<file path="config.mk">
export PLATFORM = sky130hd
export DESIGN_NAME = rmq_sqrt_cell
export DESIGN_NICKNAME = d
export VERILOG_FILES = /design/src/rmq_pkg.sv /design/src/rmq_sqrt_cell.sv
export SDC_FILE = /design/constraint.sdc
export NUM_CORES = 1
export LEC_CHECK = 0
export BUFFER_PORTS_ARGS = -buffer_cell sky130_fd_sc_hd__buf_2
export CORE_MARGIN = 8
export CORE_UTILIZATION = 51
export DETAILED_ROUTE_END_ITERATION = 10
export PLACE_DENSITY = 0.94
export SYNTH_ARGS = -nofsm -noshare
export SYNTH_HDL_FRONTEND = slang
export SYNTH_SLANG_ARGS = --single-unit
</file>
<file path="constraint.sdc">
create_clock -name clock -period 4.2 [get_ports clock]
set_input_delay 0.84 -clock clock [delete_from_list [all_inputs] [get_ports clock]]
set_output_delay 0.84 -clock clock [all_outputs]
set_load 0.005 [all_outputs]
</file>
<file path="src/rmq_pkg.sv">
`timescale 1ns / 1ps
// shared types and constants for the rotation matrix to quaternion block
// no dependencies; used by the cell modules and the top level

package rmq_pkg;

   localparam int FIELD_W = 18;

   // square-root cell widths: 38-bit radicand, one root bit per cell
   localparam int SQ_ARG_W  = 38;
   localparam int SQ_ROOT_W = 19;
   localparam int SQ_REM_W  = 20;
   localparam int SQ_STEPS  = 19;

   // divider cell widths: one quotient bit per cell
   localparam int DV_DEN_W = 20;
   localparam int DV_REM_W = 20;
   localparam int DV_QUO_W = 17;
   localparam int DV_STEPS = 17;

   localparam int MAG_W  = 18;
   localparam int PROD_W = 35;
   localparam int NUM_W  = 36;

   localparam logic [1:0] STATUS_NORMAL    = 2'd0;
   localparam logic [1:0] STATUS_IDENTITY  = 2'd1;
   localparam logic [1:0] STATUS_ZERO_AXIS = 2'd2;

   localparam logic signed [FIELD_W-1:0] ONE_Q16 = 18'sd65536;

   // item data riding beside the square-root chain
   typedef struct packed {
      logic [1:0]       status;
      logic [2:0]       sign;
      logic [MAG_W-1:0] mag_x;
      logic [MAG_W-1:0] mag_y;
      logic [MAG_W-1:0] mag_z;
   } sq_side_type;

   // item data riding beside the divider chain
   typedef struct packed {
      logic [1:0]          status;
      logic [2:0]          sign;
      logic [DV_QUO_W-1:0] w;
   } dv_side_type;

endpackage

</file>
<file path="src/rmq_sqrt_cell.sv">
`timescale 1ns / 1ps
// one cell of the square-root chain: settles one root bit per cycle while en is high
// depends on rmq_pkg for widths

module rmq_sqrt_cell (
   input  logic                           clock,
   input  logic                           en,
   input  logic [rmq_pkg::SQ_ARG_W-1:0]   arg_i,
   input  logic [rmq_pkg::SQ_REM_W-1:0]   rem_i,
   input  logic [rmq_pkg::SQ_ROOT_W-1:0]  root_i,
   output logic [rmq_pkg::SQ_ARG_W-1:0]   arg_o,
   output logic [rmq_pkg::SQ_REM_W-1:0]   rem_o,
   output logic [rmq_pkg::SQ_ROOT_W-1:0]  root_o
);

   logic [rmq_pkg::SQ_REM_W+1:0]  cur;
   logic [rmq_pkg::SQ_REM_W+1:0]  trial;
   logic [rmq_pkg::SQ_REM_W+1:0]  diff;
   logic                          take;
   logic [rmq_pkg::SQ_ARG_W-1:0]  arg_in, arg_ff;
   logic [rmq_pkg::SQ_REM_W-1:0]  rem_in, rem_ff;
   logic [rmq_pkg::SQ_ROOT_W-1:0] root_in, root_ff;

   // bring down the next bit pair and try the next root bit
   always_comb begin
      cur     = {rem_i, arg_i[rmq_pkg::SQ_ARG_W-1 -: 2]};
      trial   = {1'b0, root_i, 2'b01};
      take    = (cur >= trial);
      diff    = cur - trial;
      arg_in  = {arg_i[rmq_pkg::SQ_ARG_W-3:0], 2'b00};
      rem_in  = take ? diff[rmq_pkg::SQ_REM_W-1:0] : cur[rmq_pkg::SQ_REM_W-1:0];
      root_in = {root_i[rmq_pkg::SQ_ROOT_W-2:0], take};
   end

   always_ff @(posedge clock) begin
      if (en) begin
         arg_ff  <= arg_in;
         rem_ff  <= rem_in;
         root_ff <= root_in;
      end
   end

   assign arg_o  = arg_ff;
   assign rem_o  = rem_ff;
   assign root_o = root_ff;

endmodule

</file>
Word-level counts from Yosys, hierarchy flattened

Cells that the tools add are included.

Shift operators: 0
Order comparisons: 1
Reduce and logical (&&, ||, !) cells: 0
Bitwise gates (word level): 0
Add/subtract/negate cells: 1
Mux-type cells: 1
Equal/unequal tests: 0
$mul: 0
Divide/modulo/power cells: 0

Operator list:

| operator       | count |
|---|---|
| $ge 22x21->1   | 1 |
| $mux 20        | 1 |
| $sub 20x20->20 | 1 |

Latch bits: 0
RAM bits: 0
Memories kept: 0
Memory bits (read-only): 0
Logic and storage cells: 6
Flip-flop bits (word level): 75
Bits of input ports: 79
Output and inout port bits: 77

Logic depth before layout (Yosys ltp)

Gate-level depths: netlist of run 1.

Depth after elaboration: 2
Gate-level depth with buffers: 11
Mapped depth without buffers: 9

Least setup slack after synthesis of run 1

No wires, ideal clock.

Path kind: input to register
Start point: input root_i[9] in the netlist's numbering
End point: register rem_ff (netlist bit rem_o[10]), data pin
Setup time: 260 ps
Required time: 3940 ps
Buffers on the path: 2
Cell stages on the path: 10
Slack: 1170 ps
Data arrival time: 2770 ps
Path through: inv_1 ha_1 buf_2 nand2_2 nor2_2 nand3_1 o41a_1 o31ai_4 buf_6 mux2_4

Longest elaborated chain between the ends: 2

Ends and longest elaborated chain:

| element                   | RTL line            | source |
|---|---|---|
| start: declaration        | rmq_sqrt_cell.sv:10 | `input logic [rmq_pkg::SQ_ROOT_W-1:0] root_i,` |
| $ge 22x21->1              | rmq_sqrt_cell.sv:28 | `take = (cur >= trial);` |
| $mux 20                   | rmq_sqrt_cell.sv:31 | `rem_in = take ? diff[rmq_pkg::SQ_REM_W-1:0] : cur[rmq_pkg::SQ_REM_W-1:0];` |
| named net rem_in, one bit | rmq_sqrt_cell.sv:21 | `logic [rmq_pkg::SQ_REM_W-1:0] rem_in, rem_ff;` |
| end signal: assignment    | rmq_sqrt_cell.sv:38 | `rem_ff <= rem_in;` |
| end: declaration          | rmq_sqrt_cell.sv:21 |  |

The timed path passes the listed nets, and every way through them passes these cells.
A chain may end at the register's enable or synchronous reset.

Worst setup path after layout of run 1

Start point: input rem_i[0] in the netlist's numbering
End point: register rem_ff (netlist bit rem_o[4]), data pin

Longest elaborated chain between the ends: 2
Elaborated cells on any way between the ends: 3
Those cells by class: 1 x add/sub; 1 x order compare; 1 x mux

Ends and longest elaborated chain:

| element                                        | RTL line                                 | source |
|---|---|---|
| start: declaration                             | rmq_sqrt_cell.sv:9                       | `input logic [rmq_pkg::SQ_REM_W-1:0] rem_i,` |
| $sub 20x20->20 or $ge 22x21->1 (tied branches) | rmq_sqrt_cell.sv:29, rmq_sqrt_cell.sv:28 |  |
| $mux 20 *                                      | rmq_sqrt_cell.sv:31                      |  |
| named net rem_in, one bit                      | rmq_sqrt_cell.sv:21                      |  |

Mark *: on every way through the listed nets, which the timed path passes. The rest lies on a longest branch.

==> results of run 1 <==
layer usage:
layer	global-route usage [%]	part of all wire (%)	vias up
met2	34.8	52	131
met5	0	0	-
li1	-	-	1247
met4	6.05	2.0	0
met3	7.53	10	16
met1	17.3	35	1294
layout by cell type (no fill, tap or decap), types with 2 or more instances in the layout:
master	instances
clkbuf_8	9
o21ai_0	7
xor2_1	8
nand2_1	9
edfxtp_1	75
a21o_1	7
buf_2	152
nand4_1	3
a21oi_2	2
nand3_1	7
o21bai_1	2
nor3_1	2
nor2_1	5
xnor2_1	11
o21a_1	2
clkinvlp_4	2
o211ai_1	2
nand2_2	2
buf_4	2
a21oi_1	11
mux2_4	17
ha_1	21
a31oi_1	2
bufinv_16	2
inv_1	24
conb_1	2
cell type report:
class	count	area (µm²)
Multi-Input combinational cell	144	1250
Tap cell	99	124
Clock inverter	6	88.8
Clock buffer	10	128
Fill cell	515	2390
Inverter	24	90.1
Timing Repair Buffer	154	776
Sequential cell	75	2250
stage by stage:
step / util, % / cell area, µm²
floorplan: - / 3640
global placement: 63.2 / 4490
detailed placement: 63.2 / 4490
CTS: 66.3 / 4700
global route: 66.3 / 4700
finish: 66.3 / 4700
cell families after synthesis:
group	Yosys count	share of synthesized area [%]
flip-flops	75	61.9
AO/OA/AOI/OAI	49	10.0
AND/OR/NAND/NOR	34	4.61
buffers and inverters	32	4.02
adder cells (fa/ha/maj)	21	7.22
XOR/XNOR	19	4.57
multiplexers	19	7.59
other	1	0.103
power by group through the flow:
stage	clock network (W)	registers, W	logic [W]
2_1_floorplan	0	0.000962	0.000209
3_3_place_gp	0	0.000946	0.000376
3_5_place_dp	0	0.000950	0.000389
4_1_cts	0.000612	0.000933	0.000392
5_1_grt	0.000641	0.000940	0.000425
6_report	0.000605	0.000932	0.000391
sequential cells by signal, indices dropped and copies added, names as in the netlist:
name,flops
arg_o,36
rem_o,20
root_o,19
final timing paths:
| kind | start | end | slack (ps) | depth (start not counted) |
|---|---|---|---|---|
| hold / removal | arg_i[17] | arg_o[19] | 670 | 1 |
| setup / recovery | rem_i[0] | rem_o[4] | 1040 | 10 |
==> results.json, run 1 <==
{
  "p_int_w": 0.00145,
  "worst_setup_path_start_kind": "input port",
  "switching_power_w": 0.000480,
  "finalWeightedCongestion": 0.929,
  "detailedPlace.worstSlack_ps": 749,
  "power_frac_seq_pct": 48.4,
  "post_cts_resize_count": 0,
  "postSynth.asyncResetShare_pct": 0,
  "tightest_slew_ps": 913,
  "cts_max_path_buffers": 2,
  "synthMostInstantiatedCell": "edfxtp_1",
  "hold_ws_ps": 670,
  "status": "complete, no violations",
  "wire_length_of_the_first_global_routing_pass_um": 14200,
  "post_cts.repair.setup_buffers": 0,
  "cts.htree.levels": 3,
  "rsz0062_at_grt": "false",
  "synth_top_area_share_pct": 61.9,
  "setup_tns_ps": 0,
  "path_class": "input port to flip-flop",
  "holdCritPathClass": "input port to flip-flop",
  "numPlacedInstances": 496,
  "detailed_place_hpwl_um": 7160,
  "vias_cell": 5.25,
  "avgRoutedWirePerCell_um": 18.3,
  "final_critical_path_share_of_the_clock_period_pct": 75.2,
  "grt_usage_pct": 18.4,
  "p_total_w": 0.00193,
  "vias": 2688,
  "drive_above_1_share_pct": 47.5,
  "cts_buffers": 9,
  "drv.max_cap_violation_count": 0,
  "ys_seq_elements": 75,
  "dominant_delay_contributor_by_cell_family_on_the_critical_path": "compound AO/OA/AOI/OAI gates",
  "antenna_cells": 0,
  "detail_route.wirelength_um": 9350,
  "core-area_um2": 7100,
  "relSlewSlack_pct": 39.2,
  "yosysSeqAreaShare_pct": 61.9,
  "critPathBufInv": 2,
  "ios": 156,
  "power.leakage_nw": 2.14,
  "pin_count_of_the_biggest_net_entering_global_routing": 76,
  "io_buffers": 153,
  "maxClockFrequency_mhz": 317,
  "first_iter_violations": 182,
  "pwr_density_cell_nw_per_um2": 410,
  "floorplan.die.width_um": 100,
  "route.antenna.remaining_nets": 0,
  "worstPathMaxFanout": 21,
  "synth_commonest_cells": "75 x edfxtp_1, 24 x inv_1, 21 x ha_1",
  "final_max_slew_viol_count": 0,
  "drc": 0,
  "worst-endpoint-required_ps": 4300,
  "ir_drop_uv": 171,
  "cts.sink_count": 75,
  "first_global_vias": 2785,
  "worst_path_largest_cell_delay_ps": 410,
  "clock_tree.root_cell": "clkbuf_8",
  "timing_hold_violations_final": 0,
  "cts_tree": "built",
  "grt_remaining_overflow": 0,
  "setup_violations": 0,
  "final_critical_path_setup_slack_ps": 1040,
  "antenna_found_initial": 0,
  "post_synth_inst_count": 250,
  "final_cells": 512,
  "post_cts_hold_buffer_count": 0,
  "nNetsFinal": 508,
  "netlist_top_cells_area": "edfxtp_1 62%, ha_1 7.2%, mux2_4 7.0%",
  "clk_transition_reported_paths_ps": 80,
  "period_minus_slack_ps": 3160,
  "ys_warn_count": 0,
  "dieArea_um2": 10100,
  "critPathCaptureType": "flip-flop",
  "dieHeight_um": 100,
  "arrival_worst_endpoint_ps": 3260,
  "initial_utilization_pct": 51.3,
  "sw_frac_of_total_pct": 24.9,
  "cp_cell_sequence": "buf_2, ha_1, nor2b_1, o21bai_1, nand3b_1, a31oi_1, o41a_1, o31ai_4, buf_4, mux2_4",
  "slowest_stage": "a31oi_1",
  "clockPowerShare_pct": 31.4,
  "pwr-share-comb_pct": 20.3,
  "fp-row-count": 31,
  "yosys_most_used_dff": "edfxtp_1",
  "syn-cell-area_um2": 3640,
  "area_delta_synth_final_pct": 29.2,
  "synth_cell_type_count": 47,
  "synthesis.area_per_instance_um2": 14.6,
  "netlist.top_cell.by_area": "edfxtp_1",
  "synth-edff-count": 75,
  "drt_pass1_iterations": 4
}
Note: power is estimated with default switching activity, not from simulation.
==> inputs of run 2 (changes only) <==
--- a/config.mk
+++ b/config.mk
@@ -7,9 +7,9 @@
 export LEC_CHECK = 0
 export BUFFER_PORTS_ARGS = -buffer_cell sky130_fd_sc_hd__buf_2
 export CORE_MARGIN = 8
-export CORE_UTILIZATION = 51
+export CORE_UTILIZATION = 43
 export DETAILED_ROUTE_END_ITERATION = 10
-export PLACE_DENSITY = 0.94
+export PLACE_DENSITY = 0.85
 export SYNTH_ARGS = -nofsm -noshare
 export SYNTH_HDL_FRONTEND = slang
 export SYNTH_SLANG_ARGS = --single-unit
==> constraint.sdc (replaced) <==
create_clock -name clock -period 2.7 [get_ports clock]
set_input_delay 0.54 -clock clock [delete_from_list [all_inputs] [get_ports clock]]
set_output_delay 0.54 -clock clock [all_outputs]
set_load 0.005 [all_outputs]
==> run 2 against run 1 <==
Design area grew 6.6%. Clock power grew 30%. Highest routed layer unchanged. Global-route usage shrank 2.9 points. Critical path type unchanged.
==> results.json, run 2 (synthesized netlist as in run 1, its figures left out) <==
{
  "vias": 2740,
  "pin_count_of_the_biggest_net_entering_global_routing": 76,
  "drc": 0,
  "ir_drop_uv": 259,
  "numPlacedInstances": 544,
  "fp-row-count": 33,
  "largest_register_ff_count": 36,
  "drt_pass1_iterations": 4,
  "initial_utilization_pct": 44.3,
  "avgRoutedWirePerCell_um": 16.8,
  "setup_violations": 0,
  "timing_hold_violations_final": 0,
  "pwr_density_cell_nw_per_um2": 583,
  "wire_length_of_the_first_global_routing_pass_um": 14000,
  "wl_met2_um": 4800,
  "timing_startpoint_of_the_critical_path": "root_i[14]",
  "ios": 156,
  "first_iter_violations": 178,
  "dieHeight_um": 108,
  "maxClockFrequency_mhz": 392,
  "cts_buffers": 9,
  "dieArea_um2": 11700,
  "status": "complete, no violations",
  "period_minus_slack_ps": 2550,
  "grt_usage_pct": 15.5,
  "drive_above_1_share_pct": 52.5,
  "first_global_vias": 2942,
  "post_cts_hold_buffer_count": 0,
  "post_cts.repair.setup_buffers": 0,
  "cts_tree": "built",
  "final_cells": 561,
  "path_class": "input port to flip-flop",
  "wl_met3_um": 926,
  "multi_input_comb_area_um2": 1260,
  "detail_route.wirelength_um": 9440,
  "worst-endpoint-required_ps": 2800,
  "clk_transition_reported_paths_ps": 80,
  "power.leakage_nw": 2.32,
  "worstPathMaxFanout": 7,
  "final_critical_path_share_of_the_clock_period_pct": 94.4,
  "grt_remaining_overflow": 0,
  "highest-signal-layer": "met4",
  "layout.cells.most_common": "buf_2",
  "mostFrequentLayoutCells": "152 x buf_2, 75 x edfxtp_1, 43 x buf_4",
  "setup_tns_ps": 0,
  "drv.max_cap_violation_count": 0,
  "detailedPlace.worstSlack_ps": -220,
  "critPathCapture": "rem_o[14]",
  "critPathCaptureType": "flip-flop",
  "n_fill_cell": 708,
  "core-area_um2": 8220,
  "clock_tree.root_cell": "clkbuf_8",
  "area_delta_synth_final_pct": 37.7,
  "area.sequential_um2": 2250,
  "rsz0062_at_grt": "false",
  "post_cts_resize_count": 0,
  "cts.htree.levels": 3,
  "detailed_place_hpwl_um": 7620,
  "final_max_slew_viol_count": 0,
  "route.antenna.remaining_nets": 0,
  "antenna_found_initial": 1,
  "cts.sink_count": 75,
  "finalWeightedCongestion": 0.883,
  "worst_setup_path_start_kind": "input port",
  "io_buffers": 153,
  "holdCritPathClass": "input port to flip-flop",
  "floorplan.die.width_um": 108,
  "m1WireLength_um": 3520,
  "vias_cell": 4.88,
  "arrival_worst_endpoint_ps": 2650,
  "cts_max_path_buffers": 2,
  "nNetsFinal": 550,
  "final_critical_path_setup_slack_ps": 150
}
==> run 2: cell types whose count changed in the layout (fill, tap and decap cells not counted) <==
| cell | change |
|---|---|
| clkinvlp_4 | +2 |
| bufinv_16 | -2 |
| clkinv_2 | -1 |
| ha_1 | -1 |
| clkbuf_1 | -1 |
| buf_12 | +1 |
| buf_4 | +41 |
| diode_2 | +1 |
| clkinv_1 | +1 |
| inv_6 | +1 |
| ha_4 | +1 |
==> run 2: worst min-delay path by stage <==
stage	from	to	depth (start not counted)
floorplan	arg_i[8]	arg_o[10]	0
global placement	arg_i[26]	arg_o[28]	1
detailed placement	arg_i[21]	arg_o[23]	1
CTS	arg_i[17]	arg_o[19]	1
global route	arg_i[10]	arg_o[12]	1
finish	arg_i[10]	arg_o[12]	1
==> run 2: worst max-delay path, stage by stage <==
cell,delay [ps]
buf_2,100
inv_1,80
ha_4,200
a21o_1,190
a31o_1,200
a21oi_2,160
nor2_1,90
a2111oi_4,420
o31ai_4,150
buf_4,210
mux2_4,300
==> run 2: area by class of cell <==
| type | count | area share, % |
|---|---|---|
| repair buffers | 196 | 22.0 |
| well taps | 105 | 2.62 |
| clock buffers | 9 | 2.47 |
| clock inverters | 7 | 1.02 |
| flip-flops and latches | 75 | 44.9 |
| inverters | 24 | 1.80 |
| diodes | 1 | 0.0499 |
| multi-input cells | 144 | 25.1 |
==> run 2: power breakdown <==
group | internal [W] | switching (W)
logic | 0.000374 | 0.000315
clock network | 0.000336 | 0.000449
registers | 0.00142 | 0.0000267
total | 0.00213 | 0.000791
==> run 2: routing by layer <==
| layer | vias to the layer above | global-route usage [%] |
|---|---|---|
| met5 | - | 0 |
| met4 | 0 | 5.65 |
| met3 | 16 | 6.37 |
| met2 | 120 | 27.6 |
| met1 | 1271 | 15.8 |
| li1 | 1333 | - |
==> run 2: stage by stage <==
step	hold WS, ps	area [µm²]	power (W)	utilization (%)
after floorplan	639	3660	0.00182	-
after global placement	716	4840	0.00214	58.9
after detailed placement	719	4840	0.00217	58.9
after CTS	347	5010	0.00295	61.0
after global routing	343	5010	0.00305	61.0
final	361	5010	0.00292	61.0
