--- config.mk ---
export PLATFORM = sky130hd
export DESIGN_NAME = rmq_div_cell
export DESIGN_NICKNAME = d
export VERILOG_FILES = /design/src/rmq_pkg.sv /design/src/rmq_div_cell.sv
export SDC_FILE = /design/constraint.sdc
export NUM_CORES = 1
export LEC_CHECK = 0
export ABC_CLOCK_PERIOD_IN_PS = 4680
export BUFFER_PORTS_ARGS = -buffer_cell sky130_fd_sc_hd__buf_4
export CORE_ASPECT_RATIO = 1.4
export CORE_MARGIN = 5
export CORE_UTILIZATION = 52
export DETAILED_ROUTE_END_ITERATION = 8
export MAX_ROUTING_LAYER = met4
export PLACE_DENSITY = 0.86
export REMOVE_ABC_BUFFERS = 1
export SYNTH_ARGS = -nofsm -noshare
export SYNTH_HDL_FRONTEND = slang
export SYNTH_SLANG_ARGS = --single-unit
--- constraint.sdc ---
create_clock -name clock -period 4.68 [get_ports clock]
set_input_delay 0 -clock clock [delete_from_list [all_inputs] [get_ports clock]]
set_output_delay 0 -clock clock [all_outputs]
set_load 0.01 [all_outputs]
--- src/rmq_pkg.sv ---
`timescale 1ns / 1ps
// shared types and constants for the rotation matrix to quaternion block
// no dependencies; used by the cell modules and the top level

package rmq_pkg;

   localparam int FIELD_W = 18;

   // square-root cell widths: 38-bit radicand, one root bit per cell
   localparam int SQ_ARG_W  = 38;
   localparam int SQ_ROOT_W = 19;
   localparam int SQ_REM_W  = 20;
   localparam int SQ_STEPS  = 19;

   // divider cell widths: one quotient bit per cell
   localparam int DV_DEN_W = 20;
   localparam int DV_REM_W = 20;
   localparam int DV_QUO_W = 17;
   localparam int DV_STEPS = 17;

   localparam int MAG_W  = 18;
   localparam int PROD_W = 35;
   localparam int NUM_W  = 36;

   localparam logic [1:0] STATUS_NORMAL    = 2'd0;
   localparam logic [1:0] STATUS_IDENTITY  = 2'd1;
   localparam logic [1:0] STATUS_ZERO_AXIS = 2'd2;

   localparam logic signed [FIELD_W-1:0] ONE_Q16 = 18'sd65536;

   // item data riding beside the square-root chain
   typedef struct packed {
      logic [1:0]       status;
      logic [2:0]       sign;
      logic [MAG_W-1:0] mag_x;
      logic [MAG_W-1:0] mag_y;
      logic [MAG_W-1:0] mag_z;
   } sq_side_type;

   // item data riding beside the divider chain
   typedef struct packed {
      logic [1:0]          status;
      logic [2:0]          sign;
      logic [DV_QUO_W-1:0] w;
   } dv_side_type;

endpackage

--- src/rmq_div_cell.sv ---
`timescale 1ns / 1ps
// one cell of the restoring divider chain: settles one quotient bit per cycle while en is high
// depends on rmq_pkg for widths

module rmq_div_cell (
   input  logic                          clock,
   input  logic                          en,
   input  logic [rmq_pkg::DV_DEN_W-1:0]  den_i,
   input  logic [rmq_pkg::DV_REM_W-1:0]  rem_i,
   input  logic [rmq_pkg::DV_QUO_W-1:0]  num_i,
   input  logic [rmq_pkg::DV_QUO_W-1:0]  quo_i,
   output logic [rmq_pkg::DV_DEN_W-1:0]  den_o,
   output logic [rmq_pkg::DV_REM_W-1:0]  rem_o,
   output logic [rmq_pkg::DV_QUO_W-1:0]  num_o,
   output logic [rmq_pkg::DV_QUO_W-1:0]  quo_o
);

   logic [rmq_pkg::DV_REM_W:0]   cur;
   logic [rmq_pkg::DV_REM_W:0]   diff;
   logic                         take;
   logic [rmq_pkg::DV_DEN_W-1:0] den_ff;
   logic [rmq_pkg::DV_REM_W-1:0] rem_in, rem_ff;
   logic [rmq_pkg::DV_QUO_W-1:0] num_in, num_ff;
   logic [rmq_pkg::DV_QUO_W-1:0] quo_in, quo_ff;

   // shift in the next numerator bit and subtract where it goes
   always_comb begin
      cur    = {rem_i, num_i[rmq_pkg::DV_QUO_W-1]};
      take   = (cur >= {1'b0, den_i});
      diff   = cur - {1'b0, den_i};
      rem_in = take ? diff[rmq_pkg::DV_REM_W-1:0] : cur[rmq_pkg::DV_REM_W-1:0];
      num_in = {num_i[rmq_pkg::DV_QUO_W-2:0], 1'b0};
      quo_in = {quo_i[rmq_pkg::DV_QUO_W-2:0], take};
   end

   always_ff @(posedge clock) begin
      if (en) begin
         den_ff <= den_i;
         rem_ff <= rem_in;
         num_ff <= num_in;
         quo_ff <= quo_in;
      end
   end

   assign den_o = den_ff;
   assign rem_o = rem_ff;
   assign num_o = num_ff;
   assign quo_o = quo_ff;

endmodule
; Word level (Yosys, flattened, before mapping)
; Index checks and enable logic that the tools add are counted.
[totals]
ff_bits = 73
inputBits = 76
out_inout_bits = 74
wordCells = 7
[classes]
n_addsub = 1
order_cmp = 1
n_mux = 1
[ops]
columns = cell, n
row1 = $ge A21 B20 Y1, 1
row2 = $mux W20, 1
row3 = $sub A20 B20 Y20, 1

; Logic depth before layout (Yosys ltp)
; Gate-level depths: netlist of run 1.
[logic_depth]
word_depth = 2
depth_mapped = 11
mapped_depth_nobuf = 10

; Worst setup path after synthesis of run 1
; No wires, ideal clock.
[synth_path]
kind = input port to flip-flop
from = in den_i[4] (netlist name)
to = reg rem_ff, in the netlist rem_o[12] (data pin)
setup_ps = 260
arrival_ps = 1756
required_time_ps = 4420
path_slack_ps = 2664
cell_stages = 9
path_buffers = 0
cell_sequence = inv_1 ha_1 a21o_1 a31oi_1 nand2_1 a311o_1 a21oi_4 inv_2 mux2_4
[synth_between]
elab_chain_cells = 2
word_cells_on_any_way = 3
classes_between = add/sub: 1 / order compare: 1 / mux: 1
[synth_lines]
columns = element, line
row1 = from (decl), rmq_div_cell.sv:8  ; input logic [rmq_pkg::DV_DEN_W-1:0] den_i,
row2 = $ge A21 B20 Y1, rmq_div_cell.sv:29  ; take = (cur >= {1'b0, den_i});
row3 = net take, rmq_div_cell.sv:20  ; logic take;
row4 = $mux W20, rmq_div_cell.sv:31  ; rem_in = take ? diff[rmq_pkg::DV_REM_W-1:0] : cur[rmq_pkg::DV_REM_W-1:0];
row5 = "net rem_in, one bit", rmq_div_cell.sv:22  ; logic [rmq_pkg::DV_REM_W-1:0] rem_in, rem_ff;
row6 = to (signal assigned), rmq_div_cell.sv:39  ; rem_ff <= rem_in;
row7 = to (decl), rmq_div_cell.sv:22
; The timed path passes the listed nets, and every way through them passes these cells.
; A chain may end at the register's enable or synchronous reset.

; Final worst setup path of run 1
[layout_path]
from = in den_i[4] (netlist name)
to = reg rem_ff, in the netlist rem_o[19] (data pin)
; Same word-level chain as after synthesis.

==> results of run 1 <==
-- power by group --
part           internal, W  switching (W)
Sequential        0.000800      0.0000272
Combinational     0.000234       0.000234
Clock             0.000300       0.000262
-- cells by family (layout without fill, tap and decap cells) --
group                    after synthesis  after routing  share of synthesized area, %
other                                  1              1                        0.1061
AO/OA/AOI/OAI                         73             73                         12.96
multiplexers                           6              6                         2.160
flip-flops                            73             73                         62.04
adder cells (fa/ha/maj)               21             21                         7.649
AND/OR/NAND/NOR                       57             57                         7.153
XOR/XNOR                              17             17                         4.214
buffers and inverters                 33            257                         3.718
-- synthesized netlist by cell type (2+ instances only) --
master	number
a211oi_1	3
a21o_1	7
a21oi_1	17
a31oi_1	2
buf_2	3
clkbuf_1	5
edfxtp_1	73
ha_1	20
inv_1	23
mux2_4	3
mux2i_1	2
nand2_1	32
nand2b_1	2
nand4_1	5
nor2_1	10
nor2b_1	2
nor3_1	2
o2111ai_1	2
o211ai_1	2
o21a_1	4
o21ai_0	25
o21bai_1	2
xnor2_1	10
xor2_1	7
-- layer usage --
metal | vias up | GRT usage (%) | share of wire (%)
li1 | 1467 | - | -
met1 | 1573 | 34.24 | 34
met2 | 250 | 52.87 | 52
met3 | 40 | 6.198 | 10
met4 | 0 | 11.55 | 3.1
met5 | - | - | 0
-- worst max path at each step --
stage	slack, ns	depth (start not counted)	start	endpoint
final	1.25	11	den_i[4]	rem_o[19]$_DFFE_PP_
after global routing	1.11	11	den_i[4]	rem_o[12]$_DFFE_PP_
after CTS	1.60	11	den_i[4]	rem_o[12]$_DFFE_PP_
after detailed placement	1.83	10	den_i[4]	rem_o[12]$_DFFE_PP_
after global placement	1.88	10	den_i[4]	rem_o[12]$_DFFE_PP_
after floorplan	2.30	9	den_i[4]	rem_o[12]$_DFFE_PP_
-- metrics by stage --
step / power (W) / util, % / setup slack [ns] / cells / hold WS [ns]
2_1_floorplan: 0.001021 / - / 2.297 / 272 / 0.09887
6_report: 0.001859 / 85.13 / 1.250 / 597 / 0.0006864
3_3_place_gp: 0.001204 / 71.24 / 1.885 / 511 / 0.1781
4_1_cts: 0.001816 / 85.13 / 1.604 / 597 / 0.02655
3_5_place_dp: 0.001223 / 71.24 / 1.826 / 511 / 0.1794
5_1_grt: 0.001922 / 85.13 / 1.106 / 597 / 0.01303
-- timing repair --
| item | in CTS | in global routing |
|---|---|---|
| setup endpoints to repair | 0 | 0 |
| hold buffers | 70 | 0 |
| endpoints found under the hold margin | 70 | 0 |
-- layout make-up --
type | instances | area (µm²)
Sequential cell | 73 | 2192
Tap cell | 92 | 115.1
Multi-Input combinational cell | 175 | 1210
Clock buffer | 9 | 123.9
Fill cell | 291 | 983.4
Clock inverter | 7 | 93.84
Timing Repair Buffer | 217 | 1804
Inverter | 24 | 90.09
-- registers in the layout (all words and copies together) (netlist names) --
register	count
den_o	20
rem_o	20
quo_o	17
num_o	16
-- cells in the final DEF, fill, tap and decap left out, types with 2 or more instances in the layout --
cell	count
ha_1	20
mux2i_1	2
edfxtp_1	73
o2111ai_1	2
a211oi_1	3
nand2_1	32
a31oi_1	2
o21bai_1	2
o211ai_1	2
xnor2_1	10
dlygate4sd3_1	70
clkbuf_8	9
nand4_1	5
a21o_1	7
nor3_1	2
buf_4	147
nor2b_1	2
nand2b_1	2
xor2_1	7
o21ai_0	25
nor2_1	10
inv_1	23
a21oi_1	17
mux2_4	3
o21a_1	4
bufinv_16	2
==> impl_metrics.toml, run 1 <==
[status]
status = "finished, final reports clean"

[synthesis]
yosys.area.top_type = "edfxtp_1"
async_flop_share_pct = 0
syn_inst = 281
synth_edf_count = 73
synth_area_leaders = "edfxtp_1 (62%), ha_1 (7.1%), o21ai_0 (3.5%), nand2_1 (3.4%), xnor2_1 (2.5%)"
yosysSeqAreaShare_pct = 62.04
ys_seq_elements = 73
synth_ff_type = "edfxtp_1"
synth_cell_types = 42
syn_avg_cell_area_um2 = 12.57
yosys_warnings = 0
syn_area_um2 = 3533
yosys.area.top_type_share_pct = 62.04

[worst_setup_path]
critical_path_class = "input pin to flip-flop"
crit_path_top_delay_cell = "a21oi_4"
crit_path_end_kind = "flip-flop"
slowest_delay_ns = 0.68
cp_max_fo = 32
cp.required_ns = 4.78
crit_buf_inv = 4
crit_chain = "dlygate4sd3_1 -> buf_4 -> inv_1 -> ha_1 -> a21o_1 -> a31oi_1 -> nand2_1 -> a311o_1 -> a21oi_4 -> inv_2 -> mux2_4"
crit_family = "compound AO/OA/AOI/OAI gates"
arrival_ns = 3.53
cp-start-kind = "input pin"

[cts]
cts_tree = "yes"
numCtsBuffers = 9
clockBufferDepth = 2
clk_pin_slew_ns = 0.09
cts_resized = 0
cts_setup_buffers = 0
cts.sinks = 73
h-tree-depth = 3
root_buffer = "clkbuf_8"

[drt]
vias = 3330
ant_nets = 0
drt-wirelength-per-cell_um = 21.21
routed_wl_um = 12660
drtPass1Iterations = 7
drc = 0
drt-initial-drc-count = 370
viasPerCell = 5.578

[run]
drv_cap = 0

[floorplan]
die_w_um = 79.67
num_rows = 35
ios = 150
coreArea_um2 = 6613
die_y_um = 107.5
dieArea_um2 = 8567
start_util_pct = 53.43

[sta]
finalCriticalPeriod_ns = 3.430
fin_crit_sh_pct = 73.29
fmax_mhz = 291.5
drv_slew = 0
finalHoldViolCount = 0
max-slew-margin-rel_pct = 38.70
rsz0062_at_grt = "false"
finalSetupViolCount = 0
worst_slew_pin_slew_ns = 0.9195
fin_tns_setup_ns = 0

[global_routing]
grt_pass1_vias = 3435
grt_max_degree = 74
grt_pass1_wl_um = 18870
grt_use_total_pct = 30.45
antenna_found_initial = 0
grt_overflow_total = 0

[cells_and_area]
insertedDiodeCount = 0
fin_area_um2 = 5629
fin_nets = 597
drive_above_1_share_pct = 33.47
area_delta_synth_final_pct = 59.31

[placed_design]
gp_congestion = 0.8690
numPortBuffers = 147
placed_area_um2 = 4711
hpwl_um = 6909

[power_and_ir_drop]
powerDensity_nw_per_um2 = 330.2
power.leakage_nw = 2.465
irDropWorstVdd_v = 0.0002941

[hold_path]
hold_path.startpoint = "rem_i[3]"
holdPathStages = 3
min_path_type = "input pin to flip-flop"
min_to = "rem_o[4]$_DFFE_PP_"
Power figures use the tool's default switching activity.
==> run 2: changes to the inputs <==
--- a/config.mk
+++ b/config.mk
@@ -5,14 +5,15 @@
 export SDC_FILE = /design/constraint.sdc
 export NUM_CORES = 1
 export LEC_CHECK = 0
-export ABC_CLOCK_PERIOD_IN_PS = 4680
+export ABC_AREA = 1
+export ABC_CLOCK_PERIOD_IN_PS = 3250
 export BUFFER_PORTS_ARGS = -buffer_cell sky130_fd_sc_hd__buf_4
 export CORE_ASPECT_RATIO = 1.4
 export CORE_MARGIN = 5
-export CORE_UTILIZATION = 52
+export CORE_UTILIZATION = 49
 export DETAILED_ROUTE_END_ITERATION = 8
 export MAX_ROUTING_LAYER = met4
-export PLACE_DENSITY = 0.86
+export PLACE_DENSITY = 0.8
 export REMOVE_ABC_BUFFERS = 1
 export SYNTH_ARGS = -nofsm -noshare
 export SYNTH_HDL_FRONTEND = slang
==> constraint.sdc (replaced) <==
create_clock -name clock -period 3.25 [get_ports clock]
set_input_delay 0 -clock clock [delete_from_list [all_inputs] [get_ports clock]]
set_output_delay 0 -clock clock [all_outputs]
set_load 0.01 [all_outputs]
==> run 2 against run 1 <==
Against the previous run: sequential share of layout area is 1.9 points lower; total power is 37% higher; global-route usage is 2.6 points lower; sequential cell count stayed put; combinational power is 46% higher; first-iteration DRC count is 12% lower; area after synthesis is 8.6% higher; sequential power is 43% higher.
==> impl_metrics.toml, run 2 <==
[cells_and_area]
finish.utilization_pct = 76.87
regArea_um2 = 2192
multiInputGateArea_um2 = 1358
final_common_cell = "buf_4"
fin_nets = 731
nFillCells = 512
drive_above_1_share_pct = 26.84
area_delta_synth_final_pct = 54.24
final_cell_mix = "buf_4 (147), nand2_1 (143), edfxtp_1 (73)"
stdcell_count = 738

[power_and_ir_drop]
power.leakage_nw = 2.895
irDropWorstVdd_v = 0.0002479
switchingPower_w = 0.0007343
p_int_w = 0.001816
p_sw_share_pct = 28.80
pwr-share-comb_pct = 26.8
p_clk_share_pct = 26.8
pwr-share-seq_pct = 46.5
powerDensity_nw_per_um2 = 430.7

[synthesis]
syn_area_um2 = 3839
synth_edf_count = 73
synth_area_leaders = "edfxtp_1 (57%), nand2_1 (14%), inv_1 (6.6%), ha_1 (6.5%), nand3_1 (3.4%)"
async_flop_share_pct = 0
yosys.area.top_type_share_pct = 57.11
ys_seq_elements = 73
synth.most_common_cell = "nand2_1"
synthTopCellsByCount = "nand2_1 (143), edfxtp_1 (73), inv_1 (67)"
synth_ff_type = "edfxtp_1"
syn_inst = 409
syn_avg_cell_area_um2 = 9.386
yosys.area.top_type = "edfxtp_1"
synth_cell_types = 26
yosysSeqAreaShare_pct = 57.11
yosys_warnings = 0

[cts]
clockBufferDepth = 2
h-tree-depth = 3
cts_setup_buffers = 0
cts_tree = "yes"
root_buffer = "clkbuf_8"
clk_pin_slew_ns = 0.08
cts.sinks = 73
cts_resized = 0
numCtsBuffers = 9

[placed_design]
post-place-ws_ns = 1.154
numPortBuffers = 147
dp_cells = 652
hpwl_um = 7808
gp_congestion = 0.9161

[worst_setup_path]
cp_max_fo = 24
arrival_ns = 2.55
cp-start-kind = "input pin"
cp.required_ns = 3.36
crit_end = "rem_o[12]$_DFFE_PP_"
crit_start = "den_i[9]"
critical_path_class = "input pin to flip-flop"
crit_path_end_kind = "flip-flop"

[drt]
routed_wl_um = 13070
ant_nets = 0
vias = 3766
drt-wirelength-per-cell_um = 17.71
viasPerCell = 5.103
drc = 0
drt-initial-drc-count = 324
drtPass1Iterations = 5

[floorplan]
dieArea_um2 = 9729
coreArea_um2 = 7702
num_rows = 38
die_y_um = 114.7
ios = 150
start_util_pct = 49.84
die_w_um = 84.81

[global_routing]
grt_pass1_wl_um = 19940
grt_pass1_vias = 3868
grt_overflow_total = 0
grt_max_degree = 74
grt_use_total_pct = 27.89
antenna_found_initial = 1

[hold_path]
min_path_type = "input pin to flip-flop"
holdPathStages = 3

[sta]
fmax_mhz = 408.5
rsz0062_at_grt = "false"
finalHoldViolCount = 0
hold_ws_ns = 0.09317
fin_tns_setup_ns = 0
fin_crit_sh_pct = 75.31
max-slew-margin-rel_pct = 38.15
drv_slew = 0
worst_slew_pin_slew_ns = 0.9277
finalCriticalPeriod_ns = 2.448
postLayoutSetupSlackWorst_ns = 0.8023
finalSetupViolCount = 0

[status]
status = "finished, final reports clean"

[run]
drv_cap = 0
-- run 2: cell count changes after synthesis, moves of 5 or more --
| cell | delta |
|---|---|
| nor2_1 | +16 |
| o21ai_0 | -22 |
| a21o_1 | -7 |
| nand2_1 | +111 |
| nand3_1 | +26 |
| nand3b_1 | +5 |
| xnor2_1 | -9 |
| clkbuf_1 | -5 |
| inv_1 | +44 |
| nand2_2 | +6 |
-- run 2: cells by family after synthesis --
kind of cell | Yosys count | share of synthesized area, %
flip-flops | 73 | 57.11
AO/OA/AOI/OAI | 20 | 2.901
other | 1 | 0.09769
XOR/XNOR | 9 | 2.054
buffers and inverters | 72 | 7.529
adder cells (fa/ha/maj) | 21 | 7.040
AND/OR/NAND/NOR | 213 | 23.27
-- run 2: repair_timing --
item	in CTS	in global routing
hold endpoints to repair	71	0
setup endpoints to repair	0	0
hold buffers	71	0
-- run 2: final cells by class --
class	instances	area share, %
inverters	68	4.311
multi-input cells	264	22.93
clock buffers	10	2.156
well taps	100	2.113
diodes	1	0.04227
repair buffers	218	30.64
clock inverters	4	0.7819
flip-flops and latches	73	37.02
-- run 2: how the worst min path moves through the flow --
stage	start	end
after floorplan	den_i[0]	den_o[0]$_DFFE_PP_
after global placement	quo_i[1]	quo_o[2]$_DFFE_PP_
after detailed placement	num_i[10]	num_o[11]$_DFFE_PP_
after CTS	rem_i[0]	rem_o[1]$_DFFE_PP_
after global routing	rem_i[0]	rem_o[1]$_DFFE_PP_
final	rem_i[0]	rem_o[1]$_DFFE_PP_
-- run 2: power by group through the flow --
stage | combinational (W) | clock [W] | sequential (W)
2_1_floorplan | 0.000240 | 0 | 0.00125
3_3_place_gp | 0.000572 | 0 | 0.00119
3_5_place_dp | 0.000585 | 0 | 0.00120
4_1_cts | 0.000659 | 0.000692 | 0.00118
5_1_grt | 0.000740 | 0.000735 | 0.00119
6_report | 0.000683 | 0.000683 | 0.00118
-- run 2: stage by stage --
| step | instance area [µm²] | power, W |
|---|---|---|
| final | 5921 | 0.002550 |
| after global routing | 5921 | 0.002668 |
| after CTS | 5918 | 0.002529 |
| after detailed placement | 5034 | 0.001782 |
| after global placement | 5034 | 0.001765 |
| after floorplan | 3805 | 0.001485 |
-- run 2: worst max-delay path, cell delays in order --
cell,delay [ns]
dlygate4sd3_1,0.57
buf_4,0.14
inv_1,0.05
ha_1,0.37
nand2_1,0.15
nor2_1,0.18
nand2_1,0.10
nor2_1,0.11
nand2_1,0.06
nand2_1,0.06
nor2_1,0.06
nand2_4,0.24
inv_2,0.23
nand2_1,0.13
nand2_1,0.08
-- run 2: layer usage --
layer | vias to the layer above | track usage, % | routed length (µm)
met2 | 223 | 50.44 | 6901
li1 | 1763 | - | -
met5 | - | - | 0
met4 | 0 | 12.67 | 393
met3 | 38 | 4.896 | 901
met1 | 1742 | 29.39 | 4872
